**src/rtl/base64_field_anchor_extractor_macros.svh**
```systemverilog
// Assertion macros shared by the extractor RTL.
`ifndef BASE64_FIELD_ANCHOR_EXTRACTOR_MACROS_SVH
`define BASE64_FIELD_ANCHOR_EXTRACTOR_MACROS_SVH

`ifndef SYNTH
// Same-cycle implication, disabled during reset.
`define BFAE_ASSERT_IMP(lbl, clk, rst_n, ante, cons) \
  lbl: assert property (@(posedge clk) disable iff (!rst_n) (ante) |-> (cons)) \
    else $error("assertion failed");
// Next-cycle implication, disabled during reset.
`define BFAE_ASSERT_NXT(lbl, clk, rst_n, ante, cons) \
  lbl: assert property (@(posedge clk) disable iff (!rst_n) (ante) |=> (cons)) \
    else $error("assertion failed");
`else
`define BFAE_ASSERT_IMP(lbl, clk, rst_n, ante, cons)
`define BFAE_ASSERT_NXT(lbl, clk, rst_n, ante, cons)
`endif

`endif

```
**src/rtl/bfae_pkg.sv**
```systemverilog
`default_nettype none

package bfae_pkg;

  // Fixed field widths.
  localparam int unsigned BYTE_W = 8;
  localparam int unsigned CFG_W  = 10;
  localparam int unsigned CNT_W  = 10;
  localparam int unsigned MPOS_W = 5;
  localparam int unsigned APOS_W = 4;
  localparam int unsigned ACC_W  = 12;

  // Parameter defaults.
  localparam int unsigned MARKER_LEN_DEF  = 20;
  localparam int unsigned ANCHOR_LEN_DEF  = 9;
  localparam int unsigned CAPTURE_MAX_DEF = 1023;

  // Reset value of the capture length register.
  localparam logic [CFG_W-1:0] CAP_LEN_RST = 10'd800;

  // Result status codes.
  typedef enum logic [1:0] {
    ST_DATA      = 2'd0,
    ST_NO_FIELD  = 2'd1,
    ST_NO_ANCHOR = 2'd2,
    ST_FIELD_END = 2'd3
  } status_t;

  typedef struct packed {
    logic [BYTE_W-1:0] in_byte;
    logic              start_req;
    logic              stream_end;
  } in_item_t;

  typedef struct packed {
    logic [BYTE_W-1:0] out_byte;
    status_t           status;
    logic              last;
  } out_item_t;

  // Key marker text; positions beyond the text read as zero.
  function automatic logic [BYTE_W-1:0] key_byte(input logic [MPOS_W-1:0] idx);
    logic [BYTE_W-1:0] b;
    case (idx)
      5'd0:    b = "\"";
      5'd1:    b = "h";
      5'd2:    b = "t";
      5'd3:    b = "t";
      5'd4:    b = "p";
      5'd5:    b = "R";
      5'd6:    b = "e";
      5'd7:    b = "s";
      5'd8:    b = "p";
      5'd9:    b = "o";
      5'd10:   b = "n";
      5'd11:   b = "s";
      5'd12:   b = "e";
      5'd13:   b = "B";
      5'd14:   b = "o";
      5'd15:   b = "d";
      5'd16:   b = "y";
      5'd17:   b = "\"";
      5'd18:   b = ":";
      5'd19:   b = "\"";
      default: b = '0;
    endcase
    return b;
  endfunction

  // Anchor text; positions beyond the text read as zero.
  function automatic logic [BYTE_W-1:0] tag_byte(input logic [APOS_W-1:0] idx);
    logic [BYTE_W-1:0] b;
    case (idx)
      4'd0:    b = "c";
      4'd1:    b = "l";
      4'd2:    b = "a";
      4'd3:    b = "s";
      4'd4:    b = "s";
      4'd5:    b = "=";
      4'd6:    b = "h";
      4'd7:    b = "2";
      4'd8:    b = ">";
      default: b = '0;
    endcase
    return b;
  endfunction

  // Base64 alphabet lookup: bit 6 is set for a member, bits 5:0 hold its value.
  function automatic logic [6:0] sextet_of(input logic [BYTE_W-1:0] ch);
    logic [6:0] r;
    r = '0;
    if (ch >= "A" && ch <= "Z") begin
      r = {1'b1, 6'(ch - "A")};
    end else if (ch >= "a" && ch <= "z") begin
      r = {1'b1, 6'(ch - "a" + 8'd26)};
    end else if (ch >= "0" && ch <= "9") begin
      r = {1'b1, 6'(ch - "0" + 8'd52)};
    end else if (ch == "+") begin
      r = {1'b1, 6'd62};
    end else if (ch == "/") begin
      r = {1'b1, 6'd63};
    end
    return r;
  endfunction

endpackage

`default_nettype wire

```
**src/rtl/base64_field_anchor_extractor.sv**
```systemverilog
// Streaming field and anchor extractor.
// Input channel (in_valid/in_ready/in_data) carries one raw response byte per
// transaction, with start_req opening a new response and stream_end closing it.
// The block looks for the JSON key marker, base64-decodes what follows, looks
// for the anchor in the decoded bytes and then emits the anchor and the decoded
// bytes after it on the output channel (out_valid/out_ready/out_data).
// Status-only results report a missing field, a missing anchor or a field end.
// A result goes through the input register, then the result register.
// Throughput: one input byte per cycle while out_ready holds; an anchor
// match emits ANCHOR_LEN results, one per cycle while out_ready holds, and
// holds off the input meanwhile. The single output register sets this rate.
// cfg_we writes cfg_wdata into the capture length; write only while idle.
// Reset (rst_n low at a clock edge) empties both registers, restores the
// capture length to 800 and returns to marker search.
// A stalled receiver holds the result register, which backs up the input
// register and then drops in_ready; no transaction is lost.
`default_nettype none
`include "base64_field_anchor_extractor_macros.svh"

module base64_field_anchor_extractor #(
  parameter int unsigned MARKER_LEN  = bfae_pkg::MARKER_LEN_DEF,
  parameter int unsigned ANCHOR_LEN  = bfae_pkg::ANCHOR_LEN_DEF,
  parameter int unsigned CAPTURE_MAX = bfae_pkg::CAPTURE_MAX_DEF
) (
  input  wire logic                         clk,
  input  wire logic                         rst_n,
  input  wire logic                         in_valid,
  output logic                              in_ready,
  input  wire bfae_pkg::in_item_t           in_data,
  output logic                              out_valid,
  input  wire logic                         out_ready,
  output bfae_pkg::out_item_t               out_data,
  input  wire logic                         cfg_we,
  input  wire logic [bfae_pkg::CFG_W-1:0]   cfg_wdata
);

  import bfae_pkg::*;

  localparam int unsigned LIM_W = $clog2(CAPTURE_MAX + 1);
  localparam int unsigned CMP_W = (LIM_W > CFG_W) ? LIM_W : CFG_W;

  typedef enum logic [1:0] {
    PH_MARKER,
    PH_ANCHOR,
    PH_CAPTURE,
    PH_DONE
  } phase_t;

  // Registers.
  logic                     s1_valid_r;
  in_item_t                 s1_data_r;
  logic                     out_valid_r;
  out_item_t                out_data_r;
  logic [CFG_W-1:0]         cap_len_r;
  phase_t                   phase_r,    phase_nxt;
  logic [MPOS_W-1:0]        mpos_r,     mpos_nxt;
  logic [APOS_W-1:0]        apos_r,     apos_nxt;
  logic [ACC_W-1:0]         acc_r,      acc_nxt;
  logic signed [3:0]        pend_r,     pend_nxt;
  logic [CNT_W-1:0]         cnt_r,      cnt_nxt;
  logic [APOS_W-1:0]        burst_rem_r;
  logic [APOS_W-1:0]        burst_idx_r;
  logic                     burst_end_r;

  // Combinational work signals.
  logic                     out_fire;
  logic                     out_can_load;
  logic                     s1_adv;
  logic                     res_load;
  out_item_t                res;
  logic                     burst_start;
  logic                     burst_ends;
  phase_t                   ph_c;
  logic [MPOS_W-1:0]        mpos_c;
  logic [APOS_W-1:0]        apos_c;
  logic [ACC_W-1:0]         acc_c;
  logic signed [3:0]        pend_c;
  logic [CNT_W-1:0]         cnt_c;
  logic [BYTE_W-1:0]        ch;
  logic [6:0]               six;
  logic                     is_quote;
  logic [ACC_W-1:0]         acc_new;
  logic signed [3:0]        pend_new;
  logic                     byte_ok;
  logic [BYTE_W-1:0]        dec_byte;
  logic [MPOS_W:0]          mp1;
  logic [APOS_W:0]          ap1;
  logic [CMP_W-1:0]         limit;
  logic                     cap_full;

  // Handshake: the result register takes a new result when empty or draining
  // its final beat.
  assign out_fire     = out_valid_r && out_ready;
  assign out_can_load = !out_valid_r || (out_ready && (burst_rem_r == '0));
  assign s1_adv       = s1_valid_r && out_can_load;
  assign in_ready     = !s1_valid_r || out_can_load;
  assign out_valid    = out_valid_r;
  assign out_data     = out_data_r;

  // Effective capture limit.
  always_comb begin
    if (CMP_W'(cap_len_r) < CMP_W'(CAPTURE_MAX)) begin
      limit = CMP_W'(cap_len_r);
    end else begin
      limit = CMP_W'(CAPTURE_MAX);
    end
  end

  // Matching state as seen by the staged byte, after an optional restart.
  always_comb begin
    if (s1_data_r.start_req) begin
      ph_c   = PH_MARKER;
      mpos_c = '0;
      apos_c = '0;
      acc_c  = '0;
      pend_c = -4'sd8;
      cnt_c  = '0;
    end else begin
      ph_c   = phase_r;
      mpos_c = mpos_r;
      apos_c = apos_r;
      acc_c  = acc_r;
      pend_c = pend_r;
      cnt_c  = cnt_r;
    end
  end

  // Base64 decode of the staged byte.
  assign ch       = s1_data_r.in_byte;
  assign six      = sextet_of(ch);
  assign is_quote = (ch == "\"");
  assign acc_new  = {acc_c[ACC_W-7:0], six[5:0]};
  assign pend_new = pend_c + 4'sd6;
  assign byte_ok  = six[6] && (pend_new >= 4'sd0);
  assign dec_byte = BYTE_W'(acc_new >> pend_new[2:0]);

  // Pattern match steps with the simple fallback rule.
  always_comb begin
    if (ch == key_byte(mpos_c)) begin
      mp1 = {1'b0, mpos_c} + 1'b1;
    end else begin
      mp1 = (ch == key_byte('0)) ? (MPOS_W+1)'(1) : '0;
    end
    if (dec_byte == tag_byte(apos_c)) begin
      ap1 = {1'b0, apos_c} + 1'b1;
    end else begin
      ap1 = (dec_byte == tag_byte('0)) ? (APOS_W+1)'(1) : '0;
    end
  end

  assign burst_ends = (limit <= CMP_W'(ANCHOR_LEN));
  assign cap_full   = ((CMP_W+1)'(cnt_c) + 1'b1) >= {1'b0, limit};

  // Next matching state and the result of the staged transaction.
  always_comb begin
    phase_nxt   = ph_c;
    mpos_nxt    = mpos_c;
    apos_nxt    = apos_c;
    acc_nxt     = acc_c;
    pend_nxt    = pend_c;
    cnt_nxt     = cnt_c;
    res_load    = 1'b0;
    res         = '0;
    burst_start = 1'b0;
    if (s1_data_r.stream_end) begin
      case (ph_c)
        PH_MARKER: begin
          res_load   = 1'b1;
          res.status = ST_NO_FIELD;
          res.last   = 1'b1;
        end
        PH_ANCHOR: begin
          res_load   = 1'b1;
          res.status = ST_NO_ANCHOR;
          res.last   = 1'b1;
        end
        PH_CAPTURE: begin
          res_load   = 1'b1;
          res.status = ST_FIELD_END;
          res.last   = 1'b1;
        end
        default: begin
        end
      endcase
      phase_nxt = PH_DONE;
    end else begin
      case (ph_c)
        PH_MARKER: begin
          if (mp1 >= (MPOS_W+1)'(MARKER_LEN)) begin
            mpos_nxt  = '0;
            phase_nxt = PH_ANCHOR;
          end else begin
            mpos_nxt = mp1[MPOS_W-1:0];
          end
        end
        PH_ANCHOR, PH_CAPTURE: begin
          if (is_quote) begin
            res_load   = 1'b1;
            res.status = (ph_c == PH_ANCHOR) ? ST_NO_ANCHOR : ST_FIELD_END;
            res.last   = 1'b1;
            phase_nxt  = PH_DONE;
          end else if (six[6]) begin
            acc_nxt  = acc_new;
            pend_nxt = byte_ok ? (pend_new - 4'sd8) : pend_new;
            if (byte_ok && (ph_c == PH_ANCHOR)) begin
              apos_nxt = ap1[APOS_W-1:0];
              if (ap1 >= (APOS_W+1)'(ANCHOR_LEN)) begin
                // Anchor found: the first anchor byte goes out now, the rest
                // follow as a burst from the result register.
                res_load     = 1'b1;
                res.out_byte = tag_byte('0);
                res.status   = ST_DATA;
                res.last     = burst_ends && (ANCHOR_LEN == 1);
                burst_start  = 1'b1;
                cnt_nxt      = CNT_W'(ANCHOR_LEN);
                phase_nxt    = burst_ends ? PH_DONE : PH_CAPTURE;
              end
            end else if (byte_ok) begin
              cnt_nxt      = cnt_c + 1'b1;
              res_load     = 1'b1;
              res.out_byte = dec_byte;
              res.status   = ST_DATA;
              res.last     = cap_full;
              if (cap_full) begin
                phase_nxt = PH_DONE;
              end
            end
          end
        end
        default: begin
        end
      endcase
    end
  end

  // State, staging register and result register.
  always_ff @(posedge clk) begin
    if (!rst_n) begin
      s1_valid_r  <= 1'b0;
      out_valid_r <= 1'b0;
      cap_len_r   <= CAP_LEN_RST;
      phase_r     <= PH_MARKER;
      mpos_r      <= '0;
      apos_r      <= '0;
      acc_r       <= '0;
      pend_r      <= -4'sd8;
      cnt_r       <= '0;
      burst_rem_r <= '0;
      burst_idx_r <= '0;
      burst_end_r <= 1'b0;
    end else begin
      if (cfg_we) begin
        cap_len_r <= cfg_wdata;
      end
      // Input staging register.
      if (in_valid && in_ready) begin
        s1_valid_r <= 1'b1;
        s1_data_r  <= in_data;
      end else if (s1_adv) begin
        s1_valid_r <= 1'b0;
      end
      // Matching state advances with each staged transaction.
      if (s1_adv) begin
        phase_r <= phase_nxt;
        mpos_r  <= mpos_nxt;
        apos_r  <= apos_nxt;
        acc_r   <= acc_nxt;
        pend_r  <= pend_nxt;
        cnt_r   <= cnt_nxt;
      end
      // Result register and anchor burst.
      if (s1_adv && res_load) begin
        out_valid_r <= 1'b1;
        out_data_r  <= res;
        if (burst_start) begin
          burst_rem_r <= APOS_W'(ANCHOR_LEN - 1);
          burst_idx_r <= APOS_W'(1);
          burst_end_r <= burst_ends;
        end
      end else if (out_fire) begin
        if (burst_rem_r != '0) begin
          out_data_r.out_byte <= tag_byte(burst_idx_r);
          out_data_r.status   <= ST_DATA;
          out_data_r.last     <= burst_end_r && (burst_rem_r == APOS_W'(1));
          burst_rem_r         <= burst_rem_r - 1'b1;
          burst_idx_r         <= burst_idx_r + 1'b1;
        end else begin
          out_valid_r <= 1'b0;
        end
      end
    end
  end

  // A pending anchor burst always has a result on show.
  `BFAE_ASSERT_IMP(a_burst_shown, clk, rst_n, burst_rem_r != '0, out_valid_r)
  // No staged transaction advances while the burst is still going out.
  `BFAE_ASSERT_IMP(a_burst_blocks, clk, rst_n, burst_rem_r != '0, !s1_adv)
  // A staged transaction that cannot advance stays staged.
  `BFAE_ASSERT_NXT(a_stage_kept, clk, rst_n, s1_valid_r && !s1_adv, s1_valid_r)
  // Burst beats are data bytes.
  `BFAE_ASSERT_IMP(a_burst_data, clk, rst_n, out_valid_r && (burst_rem_r != '0),
                   out_data_r.status == ST_DATA)

endmodule

`default_nettype wire
```
**config.mk**
```make
export PLATFORM = sky130hd
export DESIGN_NAME = base64_field_anchor_extractor
export DESIGN_NICKNAME = d
export VERILOG_FILES = /design/src/rtl/bfae_pkg.sv /design/src/rtl/base64_field_anchor_extractor.sv
export VERILOG_INCLUDE_DIRS = /design/src /design/src/rtl
export SDC_FILE = /design/constraint.sdc
export NUM_CORES = 1
export LEC_CHECK = 0
export ABC_AREA = 1
export BUFFER_PORTS_ARGS = -buffer_cell sky130_fd_sc_hd__buf_2
export CAP_MARGIN = 20
export CORE_ASPECT_RATIO = 0.7
export CORE_UTILIZATION = 55
export CTS_CLUSTER_SIZE = 24
export DETAILED_ROUTE_END_ITERATION = 7
export PLACE_DENSITY = 0.73
export SLEW_MARGIN = 20
export SYNTH_ARGS = -nofsm -noshare
export SYNTH_HDL_FRONTEND = slang
export SYNTH_SLANG_ARGS = --single-unit
```
**constraint.sdc**
```tcl
create_clock -name clk -period 5.2 [get_ports clk]
set_input_delay 1.04 -clock clk [delete_from_list [all_inputs] [get_ports clk]]
set_output_delay 1.04 -clock clk [all_outputs]
set_load 0.01 [all_outputs]
```
# Word-level counts from Yosys, hierarchy flattened
# Memory sizes are Yosys's and may differ from the RTL's. A register that Yosys moved wholly into a read port is not among the register bits.
# Cells that the tools add are included.
# word_totals
register_bits,79
mem_bits_ro,448
input_bits,25
out_inout_bits,13
word_cells,178
mem_count,3
# op_classes
n_addsub,13
order_cmp,12
eq_ne,11
shift,1
mux,92
n_reduce_logical,28
# memory_table
name,depth,word_bits,read_ports,rd_clocked_by_memory_dff,wr,line,source
(no name shown),32,7,1,0,0,bfae_pkg.sv:44,case (idx)
(no name shown),16,7,1,1,0,bfae_pkg.sv:73,case (idx)
(no name shown),16,7,1,0,0,bfae_pkg.sv:73,
# ops
operator,n
$mux W10,10
$mux W4,22
$mux W11,7
$mux W12,5
$mux W7,5
$mux W5,5
$eq A8 B6 Y1 const B,3
$mux W1,22
$mux W2,9
$eq A8 B8 Y1,2
$ge A8 B7 Y1 const B,2
$le A8 B7 Y1 const B,2
$mux W8,2
$shr A12 B3 Y8,1
$sub A6 B6 Y6 const B,2
$add A10 B1 Y11 const B,1
$ge A11 B10 Y1,1
$logic_and A1 B1 Y1,11
$add A10 B1 Y10 const B,1
$le A10 B4 Y1 const B,1
$lt A10 B10 Y1 const B,1
$pmux W3 S3,1
$eq A8 B7 Y1 const B,1
$ge A8 B6 Y1 const B,1
other kinds (30),39

# Longest topological paths before layout
# Gate-level depths: netlist (run 1).
# logic_depth
ltp_word,22
ltp_mapped,40

# Worst setup path after synthesis (run 1)
# OpenSTA, ideal clock, no wires.
# synth_timing
path_type,reg2reg
from,reg s1_data_r[1] (netlist name)
to,reg out_data_r (netlist bit out_data[0]) (enable)
setup_time_ps,382
t_arrival_ps,3854
required_ps,4818
path_slack_ps,963
path_stages_with_launch,27
n_path_buf,4
synth_period_minus_slack_ps,4237
cell_sequence,edfxtp_1 > buf_4 > nor2_1 > inv_1 > buf_2 > ha_1 > clkinv_1 > nand2_1 > o22ai_1 > a21oi_1 > o21a_1 > nand2_1 > nor2_2 > nand2_1 > nor2_2 > nand2_1 > nand2_1 > nand3_2 > nand3_4 > nand2_4 > nand2_2 > nand2_2 > nand2_2 > nand2_1 > buf_2 > buf_2 > a21oi_1
# synth_between
elab_chain_len,16
elab_cells_between_ends,33
# synth_lines
element,line,source
"start, declared",base64_field_anchor_extractor.sv:51,in_item_t s1_data_r;
"start signal, assigned",base64_field_anchor_extractor.sv:258,s1_data_r <= in_data;
$mux W4,base64_field_anchor_extractor.sv:111,if (s1_data_r.start_req) begin
$add A4 B4 Y4,base64_field_anchor_extractor.sv:133,assign pend_new = pend_c + 4'sd6;
$shr A12 B3 Y8,base64_field_anchor_extractor.sv:135,assign dec_byte = BYTE_W'(acc_new >> pend_new[2:0]);
$eq A8 B7 Y1,base64_field_anchor_extractor.sv:147,ap1 = (dec_byte == tag_byte('0)) ? (APOS_W+1)'(1) : '0;
$mux W1,base64_field_anchor_extractor.sv:147,
$mux W5,base64_field_anchor_extractor.sv:144,if (dec_byte == tag_byte(apos_c)) begin
$ge A5 B4 Y1,base64_field_anchor_extractor.sv:207,if (ap1 >= (APOS_W+1)'(ANCHOR_LEN)) begin
$mux W1,base64_field_anchor_extractor.sv:207,
$mux W1,base64_field_anchor_extractor.sv:205,if (byte_ok && (ph_c == PH_ANCHOR)) begin
$mux W1,base64_field_anchor_extractor.sv:202,end else if (six[6]) begin
$mux W1,base64_field_anchor_extractor.sv:197,if (is_quote) begin
$mux W1,base64_field_anchor_extractor.sv:187,case (ph_c)
$mux W1 (*),base64_field_anchor_extractor.sv:165,if (s1_data_r.stream_end) begin
$logic_and A1 B1 Y1 (*),base64_field_anchor_extractor.sv:272,if (s1_adv && res_load) begin
$reduce_bool A2 Y1 (no line),--,
$reduce_and A3 Y1 (no line) (*),--,
"end signal, assigned",base64_field_anchor_extractor.sv:274,out_data_r <= res;
"end, declared",base64_field_anchor_extractor.sv:53,out_item_t out_data_r;
# Every way passes the cells marked *; elsewhere a longest branch is shown, timed or not.
# A chain may end at the register's enable or synchronous reset.

==> summary.md, run 1 <==
| Metric | Value |
|---|---|
| Status | `finished, final reports clean` |
| Warnings, synthesis | `0` |
| # resized after CTS | `0` |
| Average detailed-routed wire length per instance | `roughly 15 um` |
| Clk buf depth | `2` |
| Initial DRC count | `around 590` |
| Number of instances in the synthesized netlist | `between 900 and 1,000` |
| Number of buffers added by the clock tree synthesis step | `9` |
| Final worst clock skew | `0.0107 ns` |
| Input/output buffers | `37` |
| Type of element capturing the critical path | `register` |
| Area of the core | `11,200 um2` |
| Max-slew headroom | `roughly 61%` |
| DRC violation count after routing | `0` |
| Placed Instance Area | `6780 um2` |
| Arrival @ worst endpoint | `4.91 ns` |
| Register bit total from synthesis | `80` |
| Minimum hold slack | `approximately 0.47 ns` |
| Sequential fraction of the synthesis area | `between 20% and 30%` |
| Vias in the first global route | `5,688` |
| Total Neg Setup Slack | `0 ns` |
| Deepest level of the CTS H-tree | `3` |
| Highest achievable clock rate | `214 MHz` |
| Count of vias placed by the detailed router | `between 6,000 and 7,000` |
| Min Clock Period, post-route | `4.68 ns` |
| Number of hold-repair buffers added at the cts stage | `0` |
| Predominant post-synthesis flop cell | `sky130_fd_sc_hd__dfxtp_1` |
| First-pass GRT wire length | `around 28 mm` |
| Netlist area before placement | `6420 um2` |
| Max capacitance violation total | `0` |
| Total congestion overflow | `0` |
| Cell type group with the largest total delay on the critical path | `simple AND/OR/NAND/NOR gates` |
| Area overhead of the layout relative to synthesis | `9.96%` |
| Number of enable-type register cells in the synthesized netlist | `21` |
| Clock transition at the registers of the reported paths | `around 0.070 ns` |
| Row cnt | `32` |
| Number of buffers and inverters on the critical path | `5` |
| Type of the worst min-delay path | `register to register` |
| Final Hold Viols | `0` |
| Die area | `12,100 um2` |
| Post-layout instance area | `approximately 7100 um2` |
| TritonCTS clock tree | `done` |
| Startpoint type of the worst setup path | `register` |
| Part of the cycle the worst path needs | `approximately nine tenths` |
| Floorplan die width | `131 um` |
| Count of unique library cells instantiated by Yosys | `51` |
| Max IR drop VDD | `approximately 0.00018 V` |
| Clock latency of the later-clocked register in the worst-skew pair | `0.34 ns` |
| Number of routed nets with antenna violations | `0` |
| Gpl congestion | `1.01` |
| Critical Path RT | `approximately 5.4 ns` |
| Share of layout cells above drive strength 1 | `about an eighth` |
| Sum of routed wire length over all layers | `roughly 17 mm` |
| Clock sink count | `80` |
| Fraction of registers with async set or reset after synthesis | `0%` |
| Worst reg2reg setup slack | `just over 0.5 ns` |
| Critical-path cell with the highest stage delay | `sky130_fd_sc_hd__edfxtp_1` |
| Root buffer cell | `sky130_fd_sc_hd__clkbuf_16` |
| Boundary pin count | `38` |
| Lkg Pwr | `between 3 and 4 nW` |
| Maximum number of pins on one net before global-route repair | `38` |
| Sum of internal, switching and leakage power | `1.48 mW` |
| Power density cells | `between 200 and 250 nW/um2` |
| Number of failing setup endpoints in the final timing report | `0` |
| Number of antenna violations at the first check in global routing | `0` |
| Biggest cell delay along the critical path | `around 0.51 ns` |
| First-pass DRT Iterations | `5` |
| Syn_nets | `1,033` |
| Maximum fanout along the worst path | `8` |
| Total inserted antenna cells | `0` |
| Mean Syn Cell Area | `around 6.6 um2` |
| Number of setup buffers added after CTS | `0` |
| Net count, final | `1,069` |
| Initial cell density of the core | `between 50% and 60%` |
| Measured slew at the worst slew-check pin | `approximately 0.6 ns` |
| Aggregate global-route resource usage | `between 20% and 30%` |
| Height of the die | `approximately 92 um` |
| Category of the critical setup timing path | `register to register` |
| Half-perimeter wire length of the detailed placement result | `13.1 mm` |
| Critical Path Most Common Cell | `sky130_fd_sc_hd__nand2_1` |
| Max-slew violations | `0` |
| Routed vias/inst | `~5.5` |
| Setup repair after global routing missed its margin | `false` |
cells in the final DEF, fill, tap and decap left out, drive strengths merged:
| master | count |
|---|---|
| xor2 | 20 |
| nand3 | 101 |
| o41ai | 3 |
| nand2 | 234 |
| o21ai | 64 |
| o31ai | 4 |
| a32oi | 2 |
| nand4 | 9 |
| nor2 | 96 |
| a31o | 2 |
| a21oi | 69 |
| clkbuf | 10 |
| inv | 153 |
| nor3b | 1 |
| a32o | 1 |
| a31oi | 5 |
| clkinv | 6 |
| o21bai | 2 |
| nor3 | 12 |
| clkinvlp | 2 |
| o21a | 1 |
| o311ai | 1 |
| nand3b | 2 |
| ha | 39 |
| o221ai | 7 |
| o22ai | 2 |
| xnor2 | 5 |
| o211ai | 12 |
| and3 | 1 |
| a221o | 1 |
| a221oi | 5 |
| o2111ai | 2 |
| or2 | 2 |
| dfxtp | 59 |
| nor4 | 1 |
| buf | 53 |
| edfxtp | 21 |
state kept, by name, summed over array words and instances, names as in the netlist, named ones only:
register and count:
burst_rem_r 4, phase_r 2, s1_valid_r 1, ch 8, apos_r 4, out_valid 1, pend_r 4, burst_end_r 1
cnt_r 10, s1_data_r 2, burst_idx_r 4, cap_len_r 10, acc_r 6, mpos_r 5, out_data 11
stage by stage:
stage | instances | setup WS [ns] | utilization [%]
2_1_floorplan | 969 | 0.963 | -
3_3_place_gp | 1147 | 0.687 | 60.7
3_5_place_dp | 1147 | 0.661 | 60.7
4_1_cts | 1163 | 0.610 | 63.2
5_1_grt | 1163 | 0.0584 | 63.2
6_report | 1163 | 0.519 | 63.2
path summary, 6_finish.rpt:
check	startpoint	to	depth (start not counted)
max	ch[1]	register	36
min	apos_r[3]	apos_r[3]	2
max reg2reg	ch[1]	register	36
min reg2reg	apos_r[3]	apos_r[3]	2
tightest hold or removal path: stages (launching register included):
cell	delay, ns
sky130_fd_sc_hd__dfxtp_1	0.31
sky130_fd_sc_hd__nand2_1	0.06
sky130_fd_sc_hd__a21oi_1	0.06
report_power, final:
part / internal [mW] / total [mW] / leakage [nW] / switching (mW)
clock: 0.337 / 0.599 / 0.135 / 0.262
sequential: 0.658 / 0.673 / 0.676 / 0.0150
combinational: 0.0674 / 0.206 / 2.44 / 0.139
total: 1.06 / 1.48 / 3.26 / 0.416
cell families after synthesis:
| group | after synthesis | share of synthesized area, % |
|---|---|---|
| AO/OA/AOI/OAI | 183 | 16.8 |
| XOR/XNOR | 25 | 3.41 |
| adder cells (fa/ha/maj) | 39 | 7.60 |
| buffers and inverters | 183 | 11.3 |
| flip-flops | 80 | 28.2 |
| AND/OR/NAND/NOR | 459 | 32.6 |
metal layers:
metal | share of wire, % | GRT usage (%) | vias up
li1 | - | - | 3265
met1 | 51 | 44.3 | 2861
met2 | 38 | 39.3 | 306
met3 | 11 | 8.21 | 10
met4 | 0.55 | 4.90 | 0
met5 | 0 | 0 | -
Yosys cell counts (3+ instances only):
| master | count | area, um2 |
|---|---|---|
| sky130_fd_sc_hd__nand3_2 | 11 | 110 |
| sky130_fd_sc_hd__nand4_1 | 8 | 50.1 |
| sky130_fd_sc_hd__ha_1 | 39 | 488 |
| sky130_fd_sc_hd__o21ai_2 | 3 | 26.3 |
| sky130_fd_sc_hd__nor2_4 | 3 | 33.8 |
| sky130_fd_sc_hd__nor3_1 | 12 | 60.1 |
| sky130_fd_sc_hd__buf_4 | 3 | 22.5 |
| sky130_fd_sc_hd__o21ai_0 | 55 | 275 |
| sky130_fd_sc_hd__o211ai_1 | 12 | 90.1 |
| sky130_fd_sc_hd__inv_1 | 143 | 537 |
| sky130_fd_sc_hd__clkbuf_1 | 16 | 60.1 |
| sky130_fd_sc_hd__nand2_2 | 21 | 131 |
| sky130_fd_sc_hd__o41ai_1 | 3 | 26.3 |
| sky130_fd_sc_hd__o221ai_1 | 7 | 61.3 |
| sky130_fd_sc_hd__dfxtp_1 | 59 | 1180 |
| sky130_fd_sc_hd__nor2_1 | 87 | 327 |
| sky130_fd_sc_hd__o21ai_1 | 6 | 30.0 |
| sky130_fd_sc_hd__edfxtp_1 | 21 | 631 |
| sky130_fd_sc_hd__inv_2 | 7 | 26.3 |
| sky130_fd_sc_hd__buf_2 | 6 | 30.0 |
| sky130_fd_sc_hd__nor2_2 | 6 | 37.5 |
| sky130_fd_sc_hd__o31ai_1 | 4 | 30.0 |
| sky130_fd_sc_hd__nand3_1 | 89 | 445 |
| sky130_fd_sc_hd__clkinv_1 | 3 | 11.3 |
| sky130_fd_sc_hd__xor2_1 | 20 | 175 |
| sky130_fd_sc_hd__nand2_1 | 211 | 792 |
| sky130_fd_sc_hd__a21oi_1 | 68 | 340 |
| sky130_fd_sc_hd__a221oi_1 | 5 | 43.8 |
| sky130_fd_sc_hd__xnor2_1 | 5 | 43.8 |
| sky130_fd_sc_hd__a31oi_1 | 5 | 31.3 |
final cells by class:
| type | instances | area [um2] |
|---|---|---|
| clock buffer | 10 | 239 |
| tap | 153 | 191 |
| multi-input combinational | 706 | 3880 |
| inverter | 155 | 587 |
| timing repair buffer | 53 | 305 |
| sequential | 80 | 1810 |
| fill | 1052 | 4110 |
| clock inverter | 6 | 42.5 |
(Power assumes the default switching activity.)
==> run 2: changes to the inputs <==
- clock period: 5.2 -> 5 ns (I/O delays scaled with it)
==> summary.md, run 2 (same netlist as run 1, synthesis figures left out) <==
| Metric | Value |
|---|---|
| TritonCTS clock tree | `done` |
| Sum of routed wire length over all layers | `17.2 mm (+1.6%)` |
| Net count, final | `1,073 (+0.37%)` |
| Share of layout cells above drive strength 1 | `13.7% (+0.74 points)` |
| Max capacitance violation total | `0 (unchanged)` |
| Arrival @ worst endpoint | `4.74 ns (-0.17 ns)` |
| Clk buf depth | `2 (unchanged)` |
| Number of fill cells in the layout | `1,056 (+0.38%)` |
| Type of element capturing the critical path | `register` |
| Total congestion overflow | `0 (unchanged)` |
| Critical Path Most Common Cell | `sky130_fd_sc_hd__nand2_1` |
| Max IR drop VDD | `0.000182 V (+3.5%)` |
| Area of the core | `11,200 um2 (unchanged)` |
| Highest achievable clock rate | `222 MHz (+3.7%)` |
| Number of routed nets with antenna violations | `0 (unchanged)` |
| Category of the critical setup timing path | `register to register` |
| Maximum fanout along the worst path | `8 (unchanged)` |
| Routed vias/inst | `5.58 (+0.71%)` |
| Power density cells | `219 nW/um2 (+4.5%)` |
| Row cnt | `32 (unchanged)` |
| Count of non-filler cells in the finished layout | `1,167 (+0.34%)` |
| Gpl congestion | `0.972 (-3.5%)` |
| Max-slew violations | `0 (unchanged)` |
| Number of buffers added by the clock tree synthesis step | `9 (unchanged)` |
| Critical-path cell with the highest stage delay | `sky130_fd_sc_hd__edfxtp_1` |
| Number of stages on the worst hold path | `2 (unchanged)` |
| Status | `finished, final reports clean` |
| Vias in the first global route | `5,696 (+0.14%)` |
| Root buffer cell | `sky130_fd_sc_hd__clkbuf_16` |
| Total inserted antenna cells | `0 (unchanged)` |
| Setup repair after global routing missed its margin | `false` |
| Deepest level of the CTS H-tree | `3 (unchanged)` |
| DRC violation count after routing | `0 (unchanged)` |
| Input/output buffers | `37 (unchanged)` |
| Critical Path RT | `5.23 ns (-0.20 ns)` |
| Footprint of the multi-input gates | `3890 um2 (+0.13%)` |
| Die area | `12,100 um2 (unchanged)` |
| Part of the cycle the worst path needs | `90.3% (+0.23 points)` |
| Min Clock Period, post-route | `4.51 ns (-0.169 ns)` |
| Max reg flops | `11 (unchanged)` |
| Biggest cell delay along the critical path | `0.47 ns (-0.04 ns)` |
| Number of antenna violations at the first check in global routing | `0 (unchanged)` |
| Startpoint type of the worst setup path | `register` |
| Number of hold-repair buffers added at the cts stage | `0 (unchanged)` |
| Measured slew at the worst slew-check pin | `0.862 ns (+0.277 ns)` |
| Number of failing setup endpoints in the final timing report | `0 (unchanged)` |
| Leading cell types in the layout, fill and taps excluded | `211 x sky130_fd_sc_hd__nand2_1, 139 x sky130_fd_sc_hd__inv_1, 88 x sky130_fd_sc_hd__nand3_1` |
| Height of the die | `92.4 um (unchanged)` |
| Initial DRC count | `675 (+15%)` |
| Aggregate global-route resource usage | `29.0% (+0.091 points)` |
| Lkg Pwr | `3.28 nW (+0.62%)` |
| Number of placed cells counting well taps | `1,144 (-0.26%)` |
| Clock latency of the later-clocked register in the worst-skew pair | `0.34 ns (about the same)` |
| First-pass GRT wire length | `28.2 mm (about the same)` |
| Clock sink count | `80 (unchanged)` |
| Cell count of the worst reg-to-reg path | `37 (+2.8%)` |
| Most common cell after layout, fill and taps aside | `sky130_fd_sc_hd__nand2_1` |
| Count of vias placed by the detailed router | `6,510 (+1.1%)` |
| Area overhead of the layout relative to synthesis | `10.5%` |
| First-pass DRT Iterations | `5 (unchanged)` |
| Final Hold Viols | `0 (unchanged)` |
| Final worst clock skew | `0.0140 ns (+0.00333 ns)` |
| Type of the worst min-delay path | `register to register` |
| Floorplan die width | `131 um (unchanged)` |
| Average detailed-routed wire length per instance | `14.8 um (+1.2%)` |
| Total Neg Setup Slack | `0 ns (unchanged)` |
| Clock transition at the registers of the reported paths | `0.06 ns (about the same)` |
| Initial cell density of the core | `57.5% (unchanged)` |
| Max-slew headroom | `42.3% (-19 points)` |
| Maximum number of pins on one net before global-route repair | `38 (unchanged)` |
| Half-perimeter wire length of the detailed placement result | `13.1 mm (-0.39%)` |
| Area of all sequential standard cells | `1810 um2 (unchanged)` |
| Boundary pin count | `38 (unchanged)` |
-- run 2: cell types whose count changed in the layout (fill, tap and decap cells not counted), moves of 2 or more --
cell / before / now
sky130_fd_sc_hd__clkinvlp_4: 2 / 0
sky130_fd_sc_hd__inv_2: 7 / 11
sky130_fd_sc_hd__buf_4: 16 / 20
sky130_fd_sc_hd__inv_1: 143 / 139
-- run 2: routing by layer --
layer	routed length [um]	global-route usage, %
met2	6560	39.9
met3	1870	5.31
met5	0	0
met1	8680	45.5
met4	130	5.88
-- run 2: where the power goes --
| group | switching (mW) | total, mW | internal [mW] |
|---|---|---|---|
| clock network | 0.277 | 0.632 | 0.355 |
| logic | 0.149 | 0.221 | 0.0726 |
| registers | 0.0145 | 0.698 | 0.684 |
-- run 2: worst paths after layout --
check / slack, ns / endpoint / startpoint
setup reg to reg: 0.49 / register / ch[2]
hold / removal: 0.46 / cnt_r[6] / cnt_r[6]
hold reg to reg: 0.46 / cnt_r[6] / cnt_r[6]
setup / recovery: 0.49 / register / ch[2]
-- run 2: metrics by stage --
step	util [%]	worst slack (ns)	hold slack, ns	total power, mW	instance area [um2]
floorplan	-	0.763	0.436	0.862	6420
global placement	60.5	0.452	0.451	0.922	6760
detailed placement	60.5	0.413	0.454	0.923	6760
CTS	63.0	0.387	0.464	1.55	7040
global route	63.5	0.0228	0.484	1.61	7100
finish	63.5	0.487	0.463	1.55	7100
-- run 2: area by class of cell --
cell class / instances / share of cell area, %
clock buffer: 11 / 3.42
multi-input combinational: 706 / 54.8
sequential: 80 / 25.5
tap: 153 / 2.70
clock inverter: 5 / 0.564
timing repair buffer: 57 / 4.73
inverter: 155 / 8.27
-- run 2: timing repair --
action	CTS	global route
setup endpoints to repair	0	6
setup buffers	0	7
gates resized for setup	0	6
-- run 2: critical path: cells and delay by family, from the launching register on --
| family | cells | cell delay (ns) |
|---|---|---|
| adders and majority gates | 2 | 0.48 |
| and+or+nand+nor | 29 | 2.84 |
| DFF | 1 | 0.47 |
| AOI/OAI and AO/OA | 1 | 0.13 |
| buffers and inverters | 5 | 0.51 |
==> run 3: changes to the inputs <==
- ABC_AREA: 1 -> default
- CORE_UTILIZATION: 55 -> 30
- PLACE_DENSITY: 0.73 -> default
==> summary.md, run 3 <==
| Metric | Value |
|---|---|
| Status | `finished, final reports clean` |
| Minimum hold slack | `0.450 ns (-0.0136 ns)` |
| Startpoint type of the worst setup path | `register` |
| Input/output buffers | `37 (unchanged)` |
| Number of fill cells in the layout | `2,240 (+110%)` |
| Leading cell types in the layout, fill and taps excluded | `81 x sky130_fd_sc_hd__nor2_1, 74 x sky130_fd_sc_hd__nand2_1, 59 x sky130_fd_sc_hd__dfxtp_1` |
| TritonCTS clock tree | `done` |
| Clock transition at the registers of the reported paths | `0.07 ns (about the same)` |
| Half-perimeter wire length of the detailed placement result | `14.0 mm (+7.3%)` |
| Largest cells by area after synthesis | `sky130_fd_sc_hd__dfxtp_1 18%, sky130_fd_sc_hd__edfxtp_1 9.7%, sky130_fd_sc_hd__ha_1 7.5%, sky130_fd_sc_hd__nor2_1 4.7%, sky130_fd_sc_hd__nand2_1 4.3%` |
| Die area | `22,200 um2 (+83%)` |
| Clk buf depth | `2 (unchanged)` |
| Number of hold-repair buffers added at the cts stage | `0 (unchanged)` |
| Biggest cell delay along the critical path | `0.51 ns (+0.04 ns)` |
| Type of element capturing the critical path | `register` |
| Clock latency of the later-clocked register in the worst-skew pair | `0.36 ns (+0.02 ns)` |
| First-pass DRT Iterations | `5 (unchanged)` |
| Final worst clock skew | `0.0120 ns (-0.00198 ns)` |
| DRC violation count after routing | `0 (unchanged)` |
| Register bit total from synthesis | `80 (unchanged)` |
| Number of setup buffers added after CTS | `0 (unchanged)` |
| Lkg Pwr | `2.72 nW (-17%)` |
| First-pass GRT wire length | `30.8 mm (+9.1%)` |
| Max-slew headroom | `44.2% (+1.9 points)` |
| Post-placement setup slack | `0.317 ns (-0.0963 ns)` |
| Part of the cycle the worst path needs | `94.8% (+4.6 points)` |
| Crit Reg-Reg Startpoint | `ch[3]` |
| Total inserted antenna cells | `0 (unchanged)` |
| Setup repair after global routing missed its margin | `false` |
| Met2 capacity usage during global routing | `23.4% (-17 points)` |
| Most common cell in the netlist | `sky130_fd_sc_hd__nor2_1` |
| Min Clock Period, post-route | `4.74 ns (+0.228 ns)` |
| Sum of routed wire length over all layers | `19.0 mm (+9.9%)` |
| Floorplan die width | `178 um (+35%)` |
| Critical Path Most Common Cell | `sky130_fd_sc_hd__ha_1` |
| Grt met3 use | `4.79% (-0.52 points)` |
| Most common cell after layout, fill and taps aside | `sky130_fd_sc_hd__nor2_1` |
| Count of non-filler cells in the finished layout | `1,125 (-3.6%)` |
| Area fraction of the dominant cell type after synthesis | `18.2% (-0.15 points)` |
| Number of routed nets with antenna violations | `0 (unchanged)` |
| Measured slew at the worst slew-check pin | `0.816 ns (-0.0462 ns)` |
| Critical-path cell with the highest stage delay | `sky130_fd_sc_hd__edfxtp_1` |
| Total congestion overflow | `0 (unchanged)` |
| Most used routing layer | `met1` |
| Total Neg Setup Slack | `0 ns (unchanged)` |
| Highest achievable clock rate | `211 MHz (-4.8%)` |
| Number of enable-type register cells in the synthesized netlist | `21 (unchanged)` |
| Max capacitance violation total | `0 (unchanged)` |
| Number of placed cells counting well taps | `1,106 (-3.3%)` |
| List of cells traversed by the critical path | `buf_4 -> ha_1 -> a21o_4 -> o211ai_1 -> a32oi_1 -> a21oi_2 -> a22oi_1 -> a31o_2 -> or4_4 -> nor3_4 -> nand3_1 -> a31oi_1 -> nand2b_1 -> ha_1 -> nand2_1 -> o22ai_1 -> a32o_1` |
| Initial DRC count | `668 (-1.0%)` |
| Met1 layer usage reported by global route | `26.5% (-19 points)` |
| Gpl congestion | `0.937 (-3.6%)` |
| Height of the die | `125 um (+35%)` |
| Average detailed-routed wire length per instance | `16.8 um (+14%)` |
| Number of failing setup endpoints in the final timing report | `0 (unchanged)` |
| Area overhead of the layout relative to synthesis | `12.0%` |
| Sequential fraction of the synthesis area | `28.0% (-0.23 points)` |
| Vias in the first global route | `5,652 (-0.77%)` |
| Boundary pin count | `38 (unchanged)` |
| Netlist area before placement | `6470 um2 (+0.84%)` |
| Fraction of registers with async set or reset after synthesis | `0% (unchanged)` |
| Category of the critical setup timing path | `register to register` |
| Arrival @ worst endpoint | `4.99 ns (+0.25 ns)` |
| Maximum number of pins on one net before global-route repair | `34 (-11%)` |
| Number of instances in the synthesized netlist | `827 (-15%)` |
| Row cnt | `44 (+38%)` |
| Mean Syn Cell Area | `7.83 um2 (+18%)` |
| Most used standard cells in the synthesized netlist | `81 x sky130_fd_sc_hd__nor2_1, 74 x sky130_fd_sc_hd__nand2_1, 59 x sky130_fd_sc_hd__dfxtp_1` |
| Final setup slack of the worst path | `0.259 ns (-0.228 ns)` |
| Footprint of the multi-input gates | `4260 um2 (+9.5%)` |
| Placed Instance Area | `6940 um2 (+2.7%)` |
| Warnings, synthesis | `0 (unchanged)` |
| Deepest level of the CTS H-tree | `3 (unchanged)` |
| Critical Path RT | `5.25 ns (+0.02 ns)` |
| Area of all sequential standard cells | `1810 um2 (unchanged)` |
| Number of antenna violations at the first check in global routing | `0 (unchanged)` |
| Hold path startpoint | `pend_r[3]` |
| # resized after CTS | `0 (unchanged)` |
| Clock sink count | `80 (unchanged)` |
| Maximum fanout along the worst path | `9 (+1)` |
| Net count, final | `908 (-15%)` |
| Max IR drop VDD | `0.000128 V (-30%)` |
| Number of buffers added by the clock tree synthesis step | `9 (unchanged)` |
| Post-layout instance area | `7250 um2 (+2.2%)` |
| Count of vias placed by the detailed router | `6,299 (-3.2%)` |
| Initial cell density of the core | `30.9% (-27 points)` |
| Routed vias/inst | `5.60 (+0.37%)` |
| Max-slew violations | `0 (unchanged)` |
| Share of layout cells above drive strength 1 | `12.7% (-0.99 points)` |
| Power density cells | `210 nW/um2 (-3.9%)` |
| Largest area contributor in the synthesized netlist | `sky130_fd_sc_hd__dfxtp_1` |
| Final Hold Viols | `0 (unchanged)` |
| Worst Setup SP | `ch[3]` |
| Syn_nets | `891 (-14%)` |
| Max reg flops | `11 (unchanged)` |
| Type of the worst min-delay path | `register to register` |
| Aggregate global-route resource usage | `17.4% (-12 points)` |
| Count of unique library cells instantiated by Yosys | `85 (+67%)` |
| Root buffer cell | `sky130_fd_sc_hd__clkbuf_16` |
| Area of the core | `20,900 um2 (+87%)` |
| Predominant post-synthesis flop cell | `sky130_fd_sc_hd__dfxtp_1` |
-- run 3: cell type report --
type                            instances  share of cell area, %
Inverter                               44                   2.28
Clock inverter                          6                  0.569
Tap cell                              276                   4.76
Clock buffer                           10                   3.45
Sequential cell                        80                   25.0
Timing Repair Buffer                   63                   5.25
Multi-Input combinational cell        646                   58.7
-- run 3: kinds of logic (layout without fill, tap and decap cells) --
logic type / after synthesis / in the layout / share of synthesized area [%]
and+or+nand+nor: 318 / 318 / 24.7
AOI/OAI and AO/OA: 234 / 234 / 25.3
buffers and inverters: 101 / 123 / 6.26
DFF: 80 / 80 / 28.0
adders and majority gates: 40 / 40 / 7.69
xor gates and xnor gates: 29 / 29 / 3.92
muxes: 25 / 25 / 4.14
-- run 3: layer usage --
layer | wire length [um] | vias up
li1 | - | 3067
met1 | 9660 | 2969
met2 | 7530 | 244
met3 | 1540 | 19
met4 | 223 | 0
met5 | 0 | -
-- run 3: stage by stage --
| stage | utilization, % | power [mW] |
|---|---|---|
| floorplan | - | 0.813 |
| global placement | 33.2 | 0.868 |
| detailed placement | 33.2 | 0.866 |
| CTS | 34.6 | 1.54 |
| global route | 34.7 | 1.58 |
| finish | 34.7 | 1.52 |
-- run 3: path summary, 6_finish.rpt --
kind                    end  slack [ns]  depth (start not counted)
setup / recovery   register        0.26                         17
hold / removal    pend_r[3]        0.45                          1
setup reg to reg   register        0.26                         17
hold reg to reg   pend_r[3]        0.45                          1
-- run 3: worst max-delay path, delay by kind of cell (launching register included) --
kind                       cells  cell delay, ns
AOI/OAI and AO/OA              9            2.29
DFF                            1            0.51
adders and majority gates      2            0.52
buffers and inverters          1            0.19
and+or+nand+nor                5            1.12
-- run 3: power by group --
part | internal, mW | leakage [nW] | switching (mW)
clock network | 0.368 | 0.148 | 0.299
logic | 0.0592 | 1.90 | 0.109
registers | 0.677 | 0.670 | 0.0118
total | 1.10 | 2.72 | 0.419
